File: src/hdl/ssrp_pkg.sv
// Shared types, codes and helper functions of the servo status reply parser.
`timescale 1ns / 1ps

package ssrp_pkg;

    localparam int REPLY_MAX_BYTES_DEF = 20;
    // Longest reply minus its checksum byte.
    localparam int WINDOW_BYTES = 19;
    localparam int IDX_W = 5;
    localparam int ITEM_COUNT = 8;
    localparam int CMD_ERROR_BIT = 0;

    // Outcome codes
    localparam logic [1:0] OUTCOME_OK      = 2'd0;
    localparam logic [1:0] OUTCOME_BAD_SUM = 2'd1;
    localparam logic [1:0] OUTCOME_CMD_ERR = 2'd2;
    localparam logic [1:0] OUTCOME_SHORT   = 2'd3;

    // Register word index
    localparam logic REG_STATUS_ITEMS = 1'b0;

    // Item numbers in mask bit order
    localparam logic [2:0] ITEM_POS    = 3'd0;
    localparam logic [2:0] ITEM_AD     = 3'd1;
    localparam logic [2:0] ITEM_VEL    = 3'd2;
    localparam logic [2:0] ITEM_AUX    = 3'd3;
    localparam logic [2:0] ITEM_HOME   = 3'd4;
    localparam logic [2:0] ITEM_ID     = 3'd5;
    localparam logic [2:0] ITEM_PERROR = 3'd6;
    localparam logic [2:0] ITEM_POINTS = 3'd7;

    typedef logic [WINDOW_BYTES-1:0][7:0] window_t;

    // Per-request event from the frame tracker
    typedef struct packed {
        logic done;
        logic timeout;
        logic sum_ok;
    } frame_ev_t;

    typedef struct packed {
        logic [7:0]  points;
        logic [15:0] perror;
        logic [7:0]  version;
        logic [7:0]  mtype;
        logic [31:0] home;
        logic [7:0]  aux;
        logic [15:0] velocity;
        logic [7:0]  adc;
        logic [31:0] position;
        logic [7:0]  status;
    } held_t;

    // Byte count of one reply item
    function automatic logic [2:0] item_size(input logic [2:0] item);
        logic [2:0] s;
        unique case (item)
            ITEM_POS:    s = 3'd4;
            ITEM_AD:     s = 3'd1;
            ITEM_VEL:    s = 3'd2;
            ITEM_AUX:    s = 3'd1;
            ITEM_HOME:   s = 3'd4;
            ITEM_ID:     s = 3'd2;
            ITEM_PERROR: s = 3'd2;
            ITEM_POINTS: s = 3'd1;
            default:     s = 3'd0;
        endcase
        return s;
    endfunction

    // Total reply length including status and checksum bytes
    function automatic logic [IDX_W-1:0] reply_length(input logic [7:0] mask);
        logic [IDX_W-1:0] n;
        n = IDX_W'(2);
        for (int b = 0; b < ITEM_COUNT; b++)
        begin
            if (mask[b])
                n = n + IDX_W'(item_size(3'(b)));
        end
        return n;
    endfunction

    // Byte position of an item inside the reply
    function automatic logic [IDX_W-1:0] item_offset(input logic [7:0] mask,
                                                     input logic [2:0] item);
        logic [IDX_W-1:0] n;
        n = IDX_W'(1);
        for (int b = 0; b < ITEM_COUNT; b++)
        begin
            if (mask[b] && (3'(b) < item))
                n = n + IDX_W'(item_size(3'(b)));
        end
        return n;
    endfunction

endpackage

File: src/hdl/ssrp_frame.sv
// Reply framing: byte counter, running checksum and reply byte store.
`timescale 1ns / 1ps

module ssrp_frame #(
    parameter int DEPTH = ssrp_pkg::REPLY_MAX_BYTES_DEF
) (
    input  logic                clk,
    input  logic                rst_n,
    input  logic                step,
    input  logic [7:0]          rx_byte,
    input  logic                timeout,
    input  logic [7:0]          status_items,
    output logic                ends_reply,
    output ssrp_pkg::frame_ev_t ev,
    output ssrp_pkg::window_t   window
);

    logic [ssrp_pkg::IDX_W-1:0] byte_index_reg;
    logic [ssrp_pkg::IDX_W-1:0] byte_index_next;
    logic [7:0]                 sum_reg;
    logic [7:0]                 sum_next;
    logic [7:0]                 store_reg [DEPTH];
    logic [ssrp_pkg::IDX_W-1:0] last_index;
    logic                       at_last;
    logic                       take_byte;

    // Locate the checksum byte from the current mask
    assign last_index = ssrp_pkg::reply_length(status_items) - ssrp_pkg::IDX_W'(1);
    assign at_last    = (byte_index_reg >= last_index);
    assign take_byte  = step && !timeout && !at_last;

    // Flag a held request that would finish or abandon the reply
    assign ends_reply = timeout || at_last;

    assign ev.done    = step && (timeout || at_last);
    assign ev.timeout = timeout;
    assign ev.sum_ok  = (sum_reg == rx_byte);

    // Advance or restart the frame
    always_comb
    begin
        byte_index_next = byte_index_reg;
        sum_next        = sum_reg;
        if (take_byte)
        begin
            byte_index_next = byte_index_reg + ssrp_pkg::IDX_W'(1);
            sum_next        = sum_reg + rx_byte;
        end
        else if (ev.done)
        begin
            byte_index_next = '0;
            sum_next        = '0;
        end
    end

    always_ff @(posedge clk or negedge rst_n)
    begin
        if (!rst_n)
        begin
            byte_index_reg <= '0;
            sum_reg        <= '0;
        end
        else
        begin
            byte_index_reg <= byte_index_next;
            sum_reg        <= sum_next;
        end
    end

    // Store each body byte at its own slot
    always_ff @(posedge clk)
    begin
        for (int i = 0; i < DEPTH; i++)
        begin
            if (take_byte && (byte_index_reg == ssrp_pkg::IDX_W'(i)))
                store_reg[i] <= rx_byte;
        end
    end

    // Expose the bytes the parser can reach
    always_comb
    begin
        for (int w = 0; w < ssrp_pkg::WINDOW_BYTES; w++)
            window[w] = store_reg[w];
    end

endmodule

File: src/hdl/ssrp_fields.sv
// Held status values, updated from the stored reply on a good checksum.
`timescale 1ns / 1ps

module ssrp_fields (
    input  logic                clk,
    input  logic                rst_n,
    input  ssrp_pkg::frame_ev_t ev,
    input  ssrp_pkg::window_t   window,
    input  logic [7:0]          status_items,
    output ssrp_pkg::held_t     held
);

    ssrp_pkg::held_t            held_reg;
    ssrp_pkg::held_t            held_next;
    logic [ssrp_pkg::IDX_W-1:0] off [ssrp_pkg::ITEM_COUNT];
    logic                       apply;
    logic                       cmd_err;

    function automatic logic [7:0] byte_at(input ssrp_pkg::window_t w,
                                           input logic [ssrp_pkg::IDX_W-1:0] i);
        logic [7:0] v;
        v = 8'h00;
        if (i < ssrp_pkg::IDX_W'(ssrp_pkg::WINDOW_BYTES))
            v = w[i];
        return v;
    endfunction

    function automatic logic [7:0] byte_plus(input ssrp_pkg::window_t w,
                                             input logic [ssrp_pkg::IDX_W-1:0] i,
                                             input int k);
        return byte_at(w, i + ssrp_pkg::IDX_W'(k));
    endfunction

    // Work out where each item starts
    always_comb
    begin
        for (int b = 0; b < ssrp_pkg::ITEM_COUNT; b++)
            off[b] = ssrp_pkg::item_offset(status_items, 3'(b));
    end

    assign apply   = ev.done && !ev.timeout && ev.sum_ok;
    assign cmd_err = window[0][ssrp_pkg::CMD_ERROR_BIT];

    // Pick the selected items out of the reply
    always_comb
    begin
        held_next = held_reg;
        if (apply)
        begin
            held_next.status = window[0];
            if (!cmd_err)
            begin
                if (status_items[ssrp_pkg::ITEM_POS])
                    held_next.position = {byte_plus(window, off[ssrp_pkg::ITEM_POS], 3),
                                          byte_plus(window, off[ssrp_pkg::ITEM_POS], 2),
                                          byte_plus(window, off[ssrp_pkg::ITEM_POS], 1),
                                          byte_plus(window, off[ssrp_pkg::ITEM_POS], 0)};
                if (status_items[ssrp_pkg::ITEM_AD])
                    held_next.adc = byte_plus(window, off[ssrp_pkg::ITEM_AD], 0);
                if (status_items[ssrp_pkg::ITEM_VEL])
                    held_next.velocity = {byte_plus(window, off[ssrp_pkg::ITEM_VEL], 1),
                                          byte_plus(window, off[ssrp_pkg::ITEM_VEL], 0)};
                if (status_items[ssrp_pkg::ITEM_AUX])
                    held_next.aux = byte_plus(window, off[ssrp_pkg::ITEM_AUX], 0);
                if (status_items[ssrp_pkg::ITEM_HOME])
                    held_next.home = {byte_plus(window, off[ssrp_pkg::ITEM_HOME], 3),
                                      byte_plus(window, off[ssrp_pkg::ITEM_HOME], 2),
                                      byte_plus(window, off[ssrp_pkg::ITEM_HOME], 1),
                                      byte_plus(window, off[ssrp_pkg::ITEM_HOME], 0)};
                if (status_items[ssrp_pkg::ITEM_ID])
                begin
                    held_next.mtype   = byte_plus(window, off[ssrp_pkg::ITEM_ID], 0);
                    held_next.version = byte_plus(window, off[ssrp_pkg::ITEM_ID], 1);
                end
                if (status_items[ssrp_pkg::ITEM_PERROR])
                    held_next.perror = {byte_plus(window, off[ssrp_pkg::ITEM_PERROR], 1),
                                        byte_plus(window, off[ssrp_pkg::ITEM_PERROR], 0)};
                if (status_items[ssrp_pkg::ITEM_POINTS])
                    held_next.points = byte_plus(window, off[ssrp_pkg::ITEM_POINTS], 0);
            end
        end
    end

    always_ff @(posedge clk or negedge rst_n)
    begin
        if (!rst_n)
            held_reg <= '0;
        else
            held_reg <= held_next;
    end

    assign held = held_reg;

endmodule

File: src/hdl/servo_status_reply_parser.sv
// Top level of the servo status reply parser.
`timescale 1ns / 1ps

// Takes a servo module's status reply one byte per request on the s_ side
// (tuser high marks a timeout that abandons a partial reply) and gives one
// result per finished or abandoned reply on the m_ side: an outcome code
// and every held status value. One request is taken every clock cycle as
// long as the result side keeps up; a byte passes through an input register
// and the parsing logic, and the result is registered as the request that
// ends the reply leaves the input register. The result waits in its own
// register while further bytes are taken; only the request that ends the
// next reply waits until the result is taken. The status_items register
// picks the items in the reply and so its length; write it between replies.
// The reply byte store needs no clearing after reset.
module servo_status_reply_parser #(
    parameter int REPLY_MAX_BYTES = ssrp_pkg::REPLY_MAX_BYTES_DEF
) (
    input  logic         clk,
    input  logic         rst_n,
    // request side
    input  logic         s_tvalid,
    output logic         s_tready,
    input  logic [7:0]   s_tdata,   // [7:0] rx_byte
    input  logic [0:0]   s_tuser,   // [0] timeout
    // result side
    output logic         m_tvalid,
    input  logic         m_tready,
    // [1:0] outcome, [9:2] status_byte, [41:10] position, [49:42] adc_value,
    // [65:50] velocity, [73:66] aux_status, [105:74] home_position,
    // [113:106] module_type, [121:114] module_version,
    // [137:122] position_error, [145:138] path_points, [151:146] zero
    output logic [151:0] m_tdata,
    // configuration
    input  logic         psel,
    input  logic         penable,
    input  logic         pwrite,
    input  logic [2:0]   paddr,
    input  logic [31:0]  pwdata,
    output logic [31:0]  prdata,
    output logic         pready
);

    logic                in_valid_reg;
    logic                in_valid_next;
    logic [7:0]          in_byte_reg;
    logic                in_tmo_reg;
    logic                out_valid_reg;
    logic                out_valid_next;
    logic [1:0]          outcome_reg;
    logic [1:0]          outcome_next;
    logic [7:0]          status_items_reg;
    logic                advance;
    logic                s_accept;
    logic                ends_reply;
    ssrp_pkg::frame_ev_t ev;
    ssrp_pkg::window_t   window;
    ssrp_pkg::held_t     held;

    // Handshake control: only a request that ends a reply waits for the result
    assign advance  = in_valid_reg && (!out_valid_reg || m_tready || !ends_reply);
    assign s_tready = !in_valid_reg || advance;
    assign s_accept = s_tvalid && s_tready;

    always_comb
    begin
        in_valid_next = in_valid_reg;
        if (s_accept)
            in_valid_next = 1'b1;
        else if (advance)
            in_valid_next = 1'b0;

        out_valid_next = out_valid_reg && !m_tready;
        if (ev.done)
            out_valid_next = 1'b1;
    end

    // Classify the finished reply
    always_comb
    begin
        priority if (ev.timeout)
            outcome_next = ssrp_pkg::OUTCOME_SHORT;
        else if (!ev.sum_ok)
            outcome_next = ssrp_pkg::OUTCOME_BAD_SUM;
        else if (window[0][ssrp_pkg::CMD_ERROR_BIT])
            outcome_next = ssrp_pkg::OUTCOME_CMD_ERR;
        else
            outcome_next = ssrp_pkg::OUTCOME_OK;
    end

    always_ff @(posedge clk or negedge rst_n)
    begin
        if (!rst_n)
        begin
            in_valid_reg     <= 1'b0;
            out_valid_reg    <= 1'b0;
            status_items_reg <= '0;
        end
        else
        begin
            in_valid_reg  <= in_valid_next;
            out_valid_reg <= out_valid_next;
            if (psel && penable && pwrite && pready && (paddr[2] == ssrp_pkg::REG_STATUS_ITEMS))
                status_items_reg <= pwdata[7:0];
        end
    end

    // Hold the request and the outcome
    always_ff @(posedge clk)
    begin
        if (s_accept)
        begin
            in_byte_reg <= s_tdata;
            in_tmo_reg  <= s_tuser[0];
        end
        if (ev.done)
            outcome_reg <= outcome_next;
    end

    ssrp_frame #(
        .DEPTH(REPLY_MAX_BYTES)
    ) u_frame (
        .clk         (clk),
        .rst_n       (rst_n),
        .step        (advance),
        .rx_byte     (in_byte_reg),
        .timeout     (in_tmo_reg),
        .status_items(status_items_reg),
        .ends_reply  (ends_reply),
        .ev          (ev),
        .window      (window)
    );

    ssrp_fields u_fields (
        .clk         (clk),
        .rst_n       (rst_n),
        .ev          (ev),
        .window      (window),
        .status_items(status_items_reg),
        .held        (held)
    );

    assign m_tvalid = out_valid_reg;
    assign m_tdata  = {6'd0, held.points, held.perror, held.version, held.mtype,
                       held.home, held.aux, held.velocity, held.adc, held.position,
                       held.status, outcome_reg};

    // Register read back
    assign pready = 1'b1;
    assign prdata = (paddr[2] == ssrp_pkg::REG_STATUS_ITEMS) ?
                    {24'd0, status_items_reg} : 32'd0;

endmodule

File: config.mk
export PLATFORM = sky130hd
export DESIGN_NAME = servo_status_reply_parser
export DESIGN_NICKNAME = d
export VERILOG_FILES = /design/src/hdl/ssrp_pkg.sv /design/src/hdl/ssrp_frame.sv /design/src/hdl/ssrp_fields.sv /design/src/hdl/servo_status_reply_parser.sv
export SDC_FILE = /design/constraint.sdc
export NUM_CORES = 1
export LEC_CHECK = 0
export BUFFER_PORTS_ARGS = -buffer_cell sky130_fd_sc_hd__buf_4
export CAP_MARGIN = 10
export CORE_ASPECT_RATIO = 1.4
export CORE_MARGIN = 5
export CORE_UTILIZATION = 35
export DETAILED_ROUTE_END_ITERATION = 6
export GPL_TIMING_DRIVEN = 0
export HOLD_SLACK_MARGIN = 0.03
export PLACE_DENSITY = 0.56
export SLEW_MARGIN = 15
export SYNTH_ARGS = -nofsm -noshare
export SYNTH_HDL_FRONTEND = slang
export SYNTH_SLANG_ARGS = --single-unit
File: constraint.sdc
create_clock -name clk -period 15.2 [get_ports clk]
set_input_delay 2.28 -clock clk [delete_from_list [all_inputs] [get_ports clk]]
set_output_delay 2.28 -clock clk [all_outputs]
set_load 0.01 [all_outputs]
==> run_results.csv, run 1 <==
group,metric,value,unit
outcome,outcome,"completed",
critical_path,crit_arrival,6.94,ns
clock_tree,clock-sinks,330,
sta,timing.clock.skew,0.0389,ns
route,drt_iter0_markers,2676,
sta,slew-limit-headroom,10.9,%
die,fp.dieW,228,µm
sta,final_hold_viol_count,0,
route,wl_per_cell,39.1,µm
die,dieArea,72200,µm²
clock_tree,tritoncts_clock_tree,"done",
critical_path,worstSetupEndpoint,"s_tready",
worst_hold_path,min-delay-path-class,"reg2reg",
placed_design,pre_cts_slack,6.62,ns
sta,layout_setup_ws,5.98,ns
route,vias,19900,
cells_and_area,post_synthesis_to_final_layout_area_growth,16.4,%
critical_path,critical_path.reg2reg.startpoint,"status_items_reg[3]",
power,power.density,229,nW/µm²
route,first_pass_iters,6,
synth,synth_adder_area_share,2.23,%
synth,mappedNetlistArea,23400,µm²
critical_path,regToRegEndpoint,"u_frame.store_reg[2][9]",
critical_path,setup.worst_path.class,"reg2out",
sta,finalCriticalPeriod,9.22,ns
placed_design,buffers_on_ports,180,
die,placementRows,112,
clock_tree,cts.clk_slew.worst_paths,0.06,ns
die,die-height,316,µm
synth,synth_xor_area_share,2.84,%
cells_and_area,utilization,41.0,%
synth,yosys_register_bits,330,
cells_and_area,post_route_cells_drive_above_1_share,28.7,%
route,vias_per_cell,6.48,
synth,main_combinational_cell_family_by_area_after_synthesis,"multiplexers",
critical_path,setup.worst_path.start_class,"flop",
synth,async_set_or_reset_register_ratio_after_synthesis,50.6,%
clock_tree,cts_setup_buffers,0,
placed_design,detailed_place_hpwl,88600,µm
synth,ys_seq_area_share,38.8,%
die,floorplan.core_area,66400,µm²
cells_and_area,flip_flop_count_of_the_largest_register_all_copies_and_words_added,152,
sta,min_period_over_period,60.7,%
flow_run,maxCapViolCount,0,
clock_tree,ctsHoldBuffers,0,
global_routing,pin_count_of_the_biggest_net_entering_global_routing,89,
critical_path,worst_path_largest_cell_delay,0.71,ns
synth,synthesis.instances,1947,
synth,synth.largest_area_cell,"edfxtp_1",
clock_tree,cts_root_buffer,"clkbuf_16",
sta,fin_tns_setup,0,ns
critical_path,timing.critical_path.mode_cell,"buf_2",
die,effective_utilization_at_floorplan,35.2,%
power,static-leakage-power,11.2,nW
clock_tree,htree_num_levels,2,
synth,synth_compound_area_share,9.59,%
synth,netlist-cell-type-count,72,
critical_path,worst-path-max-fanout,12,
cells_and_area,finish.net_count,2287,
synth,post_synth_top_area_share,20.9,%
critical_path,worstSetupEndpointType,"output pin",
cells_and_area,final.fill_count,6382,
synth,yosysWarnings,0,
synth,synth-simple-area-share,8.66,%
synth,yosys-mux-area-fraction,33.7,%
sta,report.final.slew_viol_count,0,
sta,worstMarginPinSlew,1.33,ns
sta,report.final.setup_viol,0,
cells_and_area,layout.cells.most_common,"nand2_1",
clock_tree,max-clock-path-buffers,3,
power,total_design_power,0.00623,W
critical_path,critical_path.startpoint,"status_items_reg[3]",
die,floorplan.io_pins,238,
global_routing,grt_pass1_wl,163000,µm
worst_hold_path,worstHoldPathCells,2,
clock_tree,numCtsBuffers,36,
global_routing,grt_pass1_vias,20000,
synth,number_of_synthesized_flops_with_an_enable_pin,163,
clock_tree,clk-insertion-delay-late,0.60,ns
critical_path,crit_chain,"buf_2 > xnor2_1 > buf_2 > buf_2 > buf_2 > buf_2 > clkbuf_1 > inv_1 > ha_1 > mux2i_1 > ha_1 > nand3_1 > xnor2_1 > ha_1 > a211o_1 > a31oi_1 > clkbuf_1 > nand3b_1 > buf_4",
critical_path,r2r_setup_slack,7.36,ns
synth,post_synth_main_area_contributors,"edfxtp_1, mux4_2, dfrtp_1",
route,ant_nets,0,
route,drcViolationCount,0,
global_routing,total_overflow_reported_by_the_global_router,0,
global_routing,gr-usage-all-layers,32.3,%
synth,synth_top_flop_cell,"dfrtp_1",
critical_path,r2r.worst_path.cells,22,
route,drt-total-wl,120000,µm
sta,unrepaired_setup_endpoints_after_global_routing,"false",
clock_tree,cts_resized,0,
sta,max_freq,108,MHz
synth,syn_area_per_cell,12.0,µm²
critical_path,crit_required,12.92,ns
critical_path,slowest_library_cell_on_the_worst_path,"clkbuf_1",
global_routing,antenna_found_initial,7,
cells_and_area,layout_common_cells,"nand2_1, mux2i_1, buf_4",
power,ir_drop,0.000122,V
placed_design,gpl.final_weighted_congestion,1.04,
==> worst min-delay path by stage <==
stage                            start            endpoint
floorplan           u_frame.sum_reg[2]  u_frame.sum_reg[2]
global placement    u_frame.sum_reg[4]  u_frame.sum_reg[4]
detailed placement  u_fields.held[109]  u_fields.held[109]
CTS                 u_fields.held[109]  u_fields.held[109]
global route         u_fields.held[32]   u_fields.held[32]
finish               u_fields.held[94]   u_fields.held[94]
==> critical path, delay by kind of cell, from the launching register on <==
kind	cells	cell delay (ns)
compound gates	2	0.49
simple gates	2	0.31
flops	1	0.39
buf+inv	9	3.32
mux	1	0.23
fa+ha+maj	3	0.85
xor+xnor	2	0.72
==> cells in the mapped netlist, types with 8 or more instances <==
cell type,n
nand2_1,278
mux2i_1,233
mux4_2,211
dfrtp_1,167
edfxtp_1,163
o21ai_0,134
a21oi_1,74
clkbuf_1,70
mux2_2,64
nor2_1,51
a22oi_1,45
nand3_1,44
ha_1,40
buf_2,39
buf_4,39
xnor2_1,26
o21ai_1,24
a32oi_1,20
and2_1,18
buf_1,16
inv_1,15
nor3_1,15
nor2b_1,11
xor2_1,11
and3_1,9
o31ai_1,9
a211o_1,8
==> power by group <==
| group | internal [W] | switching (W) |
|---|---|---|
| clock network | 0.000537 | 0.000403 |
| logic | 0.00174 | 0.00242 |
| registers | 0.00100 | 0.000124 |
| total | 0.00328 | 0.00295 |
==> cells by family after synthesis <==
kind of cell / after synthesis
fa+ha+maj: 41
xor+xnor: 53
flops: 330
buf+inv: 194
compound gates: 357
other cells: 2
simple gates: 459
mux: 511
==> layer usage <==
layer  wire, µm  GRT usage (%)  vias up
li1           -              -     7963
met1      41300           35.8    10000
met2      56900           53.7     1442
met3      10900           8.82      503
met4      11200           23.4        2
met5         24              0        -
==> final cells by class <==
type	instances	area, µm²	area share [%]
inverter	23	86.3	0.317
clock buffer	42	975	3.58
tap	855	1070	3.93
buffer	171	891	3.27
multi-input combinational	1452	13500	49.4
antenna	1	2.50	0.00919
timing repair buffer	181	1390	5.09
clock inverter	24	280	1.03
sequential	330	9070	33.3
==> per-stage QoR <==
| step | area [µm²] | std cells | hold slack, ns |
|---|---|---|---|
| 6_report | 27200 | 3079 | 0.479 |
| 5_1_grt | 27200 | 3078 | 0.513 |
| 4_1_cts | 27200 | 3078 | 0.487 |
| 3_5_place_dp | 26000 | 3012 | 0.474 |
| 3_3_place_gp | 25900 | 3011 | 0.469 |
| 2_1_floorplan | 23500 | 1976 | 0.454 |
(Power assumes the default switching activity.)
==> run 2, diff against run 1 <==
clock period = 8.5 ns   (was 15.2 ns; I/O delays follow)
==> run_results.csv, run 2 (synthesis gave the netlist of run 1 again) <==
group,metric,value,unit
outcome,outcome,"completed",
clock_tree,cts.clk_slew.worst_paths,0.06,ns
global_routing,antenna_found_initial,7,
worst_hold_path,min-delay-path-class,"reg2reg",
cells_and_area,seq_area,9070,µm²
critical_path,cp_depth,18,
power,p_switching,0.00527,W
global_routing,gr-usage-all-layers,32.3,%
placed_design,buffers_on_ports,180,
die,effective_utilization_at_floorplan,35.2,%
clock_tree,htree_num_levels,2,
clock_tree,numCtsBuffers,36,
power,clockPowerShare,15.1,%
worst_hold_path,worstHoldPathCells,2,
global_routing,grt_pass1_wl,163000,µm
power,p_int,0.00586,W
sta,report.final.slew_viol_count,0,
die,placementRows,112,
critical_path,critical_path.reg2reg.startpoint,"status_items_reg[3]",
cells_and_area,finish.net_count,2286,
global_routing,grt_pass1_vias,20000,
critical_path,worst-path-max-fanout,21,
sta,timing.clock.skew,0.0394,ns
critical_path,worstSetupEndpointType,"output pin",
power,total_design_power,0.0111,W
placed_design,detailed_place_hpwl,88600,µm
clock_tree,clk-insertion-delay-late,0.60,ns
route,ant_nets,0,
sta,worstMarginPinSlew,1.27,ns
critical_path,crit_chain,"buf_2 > xnor2_1 > buf_2 > buf_2 > buf_2 > buf_2 > inv_1 > ha_1 > mux2i_1 > ha_1 > nand3_1 > xnor2_1 > ha_1 > a211o_1 > a31oi_1 > clkbuf_1 > nand3b_1 > buf_4",
sta,final_hold_viol_count,0,
clock_tree,cts_root_buffer,"clkbuf_16",
critical_path,setup.worst_path.class,"reg2out",
clock_tree,max-clock-path-buffers,3,
worst_hold_path,hold_path.startpoint,"u_fields.held[94]",
clock_tree,cts_setup_buffers,0,
critical_path,slowest_library_cell_on_the_worst_path,"buf_2",
worst_hold_path,worst_hold_path.endpoint,"u_fields.held[94]",
critical_path,r2r_setup_slack,1.17,ns
critical_path,crit_required,7.22,ns
cells_and_area,utilization,41.0,%
die,dieArea,72200,µm²
sta,min_period_over_period,90.5,%
sta,unrepaired_setup_endpoints_after_global_routing,"false",
clock_tree,tritoncts_clock_tree,"done",
global_routing,total_overflow_reported_by_the_global_router,0,
power,share_comb_of_total_power,66.8,%
route,drt-total-wl,120000,µm
route,first_pass_iters,7,
sta,fin_tns_setup,0,ns
cells_and_area,layout.cells.most_common,"nand2_1",
sta,finalHoldWorstSlack,0.479,ns
critical_path,r2r.worst_path.cells,21,
cells_and_area,post_route_cells_drive_above_1_share,28.8,%
critical_path,crit_family,"buffers and inverters",
cells_and_area,post_synthesis_to_final_layout_area_growth,16.4,%
critical_path,crit_arrival,6.42,ns
clock_tree,clock-sinks,330,
die,die-height,316,µm
power,power.density,409,nW/µm²
sta,slew-limit-headroom,15.1,%
die,floorplan.core_area,66400,µm²
global_routing,pin_count_of_the_biggest_net_entering_global_routing,89,
cells_and_area,layout_common_cells,"nand2_1, mux2i_1, buf_4",
die,fp.dieW,228,µm
sta,max_freq,130,MHz
power,ir_drop,0.000218,V
cells_and_area,flip_flop_count_of_the_largest_register_all_copies_and_words_added,152,
route,vias_per_cell,6.46,
route,vias,19900,
sta,finalCriticalPeriod,7.69,ns
critical_path,timing.critical_path.mode_cell,"buf_2",
critical_path,regToRegEndpoint,"u_frame.store_reg[2][9]",
die,floorplan.io_pins,238,
route,drcViolationCount,0,
route,drt_iter0_markers,2806,
critical_path,worst_path_largest_cell_delay,0.62,ns
critical_path,cp_num_buf_inv,8,
power,reg_power_share,18.1,%
sta,report.final.setup_viol,0,
critical_path,setup.worst_path.start_class,"flop",
cells_and_area,multi_input_comb_area,13500,µm²
placed_design,gpl.final_weighted_congestion,1.04,
cells_and_area,final.fill_count,6382,
power,static-leakage-power,11.2,nW
flow_run,maxCapViolCount,0,
power,swShare,47.3,%
route,wl_per_cell,39.0,µm
## run 2: worst max path at each step
| stage | start | end |
|---|---|---|
| 5_1_grt | status_items_reg[3] | s_tready |
| 3_5_place_dp | status_items_reg[3] | u_fields.held[124] |
| 4_1_cts | status_items_reg[3] | s_tready |
| 2_1_floorplan | status_items_reg[1] | u_frame.store_reg[0][24] |
| 6_report | status_items_reg[3] | s_tready |
| 3_3_place_gp | status_items_reg[3] | u_frame.store_reg[0][29] |
## run 2: what timing repair did
item,in CTS,in global routing
hold endpoints to repair,0,0
setup endpoints to repair,0,1
hold buffers,0,0
gates resized for setup,0,0
## run 2: layout make-up
| type | count | share of cell area, % |
|---|---|---|
| Clock inverter | 24 | 1.03 |
| Tap cell | 855 | 3.93 |
| Buffer | 170 | 3.26 |
| Inverter | 23 | 0.317 |
| Sequential cell | 330 | 33.3 |
| Multi-Input combinational cell | 1452 | 49.4 |
| Clock buffer | 42 | 3.58 |
| Antenna cell | 3 | 0.0276 |
| Timing Repair Buffer | 181 | 5.09 |
## run 2: routing by layer
| layer | part of all wire, % | vias up | track usage, % | wire [µm] |
|---|---|---|---|---|
| li1 | - | 7958 | - | - |
| met1 | 34 | 10000 | 35.8 | 41200 |
| met2 | 47 | 1425 | 53.7 | 56600 |
| met3 | 9.0 | 499 | 8.82 | 10800 |
| met4 | 9.5 | 2 | 23.4 | 11500 |
| met5 | 0.010 | - | 0 | 12 |
## run 2: worst reg2reg max path: stages, from the launching register on
cell and delay (ns):
dfrtp_1 0.38, buf_2 0.24, xnor2_1 0.53, buf_2 0.42, buf_2 0.35, buf_2 0.46
buf_2 0.62, inv_1 0.22, ha_1 0.32, mux2i_1 0.23, ha_1 0.23, nand3_1 0.09
xnor2_1 0.21, ha_1 0.28, a211o_1 0.30, a31oi_1 0.19, clkbuf_1 0.35, nand2_1 0.12
clkbuf_1 0.24, nor2_1 0.25, nand2_1 0.14, nor2_1 0.73
## run 2: power by group through the flow
stage / Combinational, W / Sequential (W) / Clock (W)
floorplan: 0.00517 / 0.00190 / 0
global placement: 0.00722 / 0.00202 / 0
detailed placement: 0.00723 / 0.00203 / 0
CTS: 0.00726 / 0.00199 / 0.00171
global route: 0.00779 / 0.00201 / 0.00177
finish: 0.00744 / 0.00201 / 0.00168
## run 2: stage by stage
stage	std cells	setup WS [ns]	area, µm²
3_5_place_dp	3012	0.695	26000
3_3_place_gp	3011	0.458	25900
6_report	3080	0.809	27200
5_1_grt	3077	0.399	27200
4_1_cts	3078	0.289	27200
2_1_floorplan	1976	2.91	23500
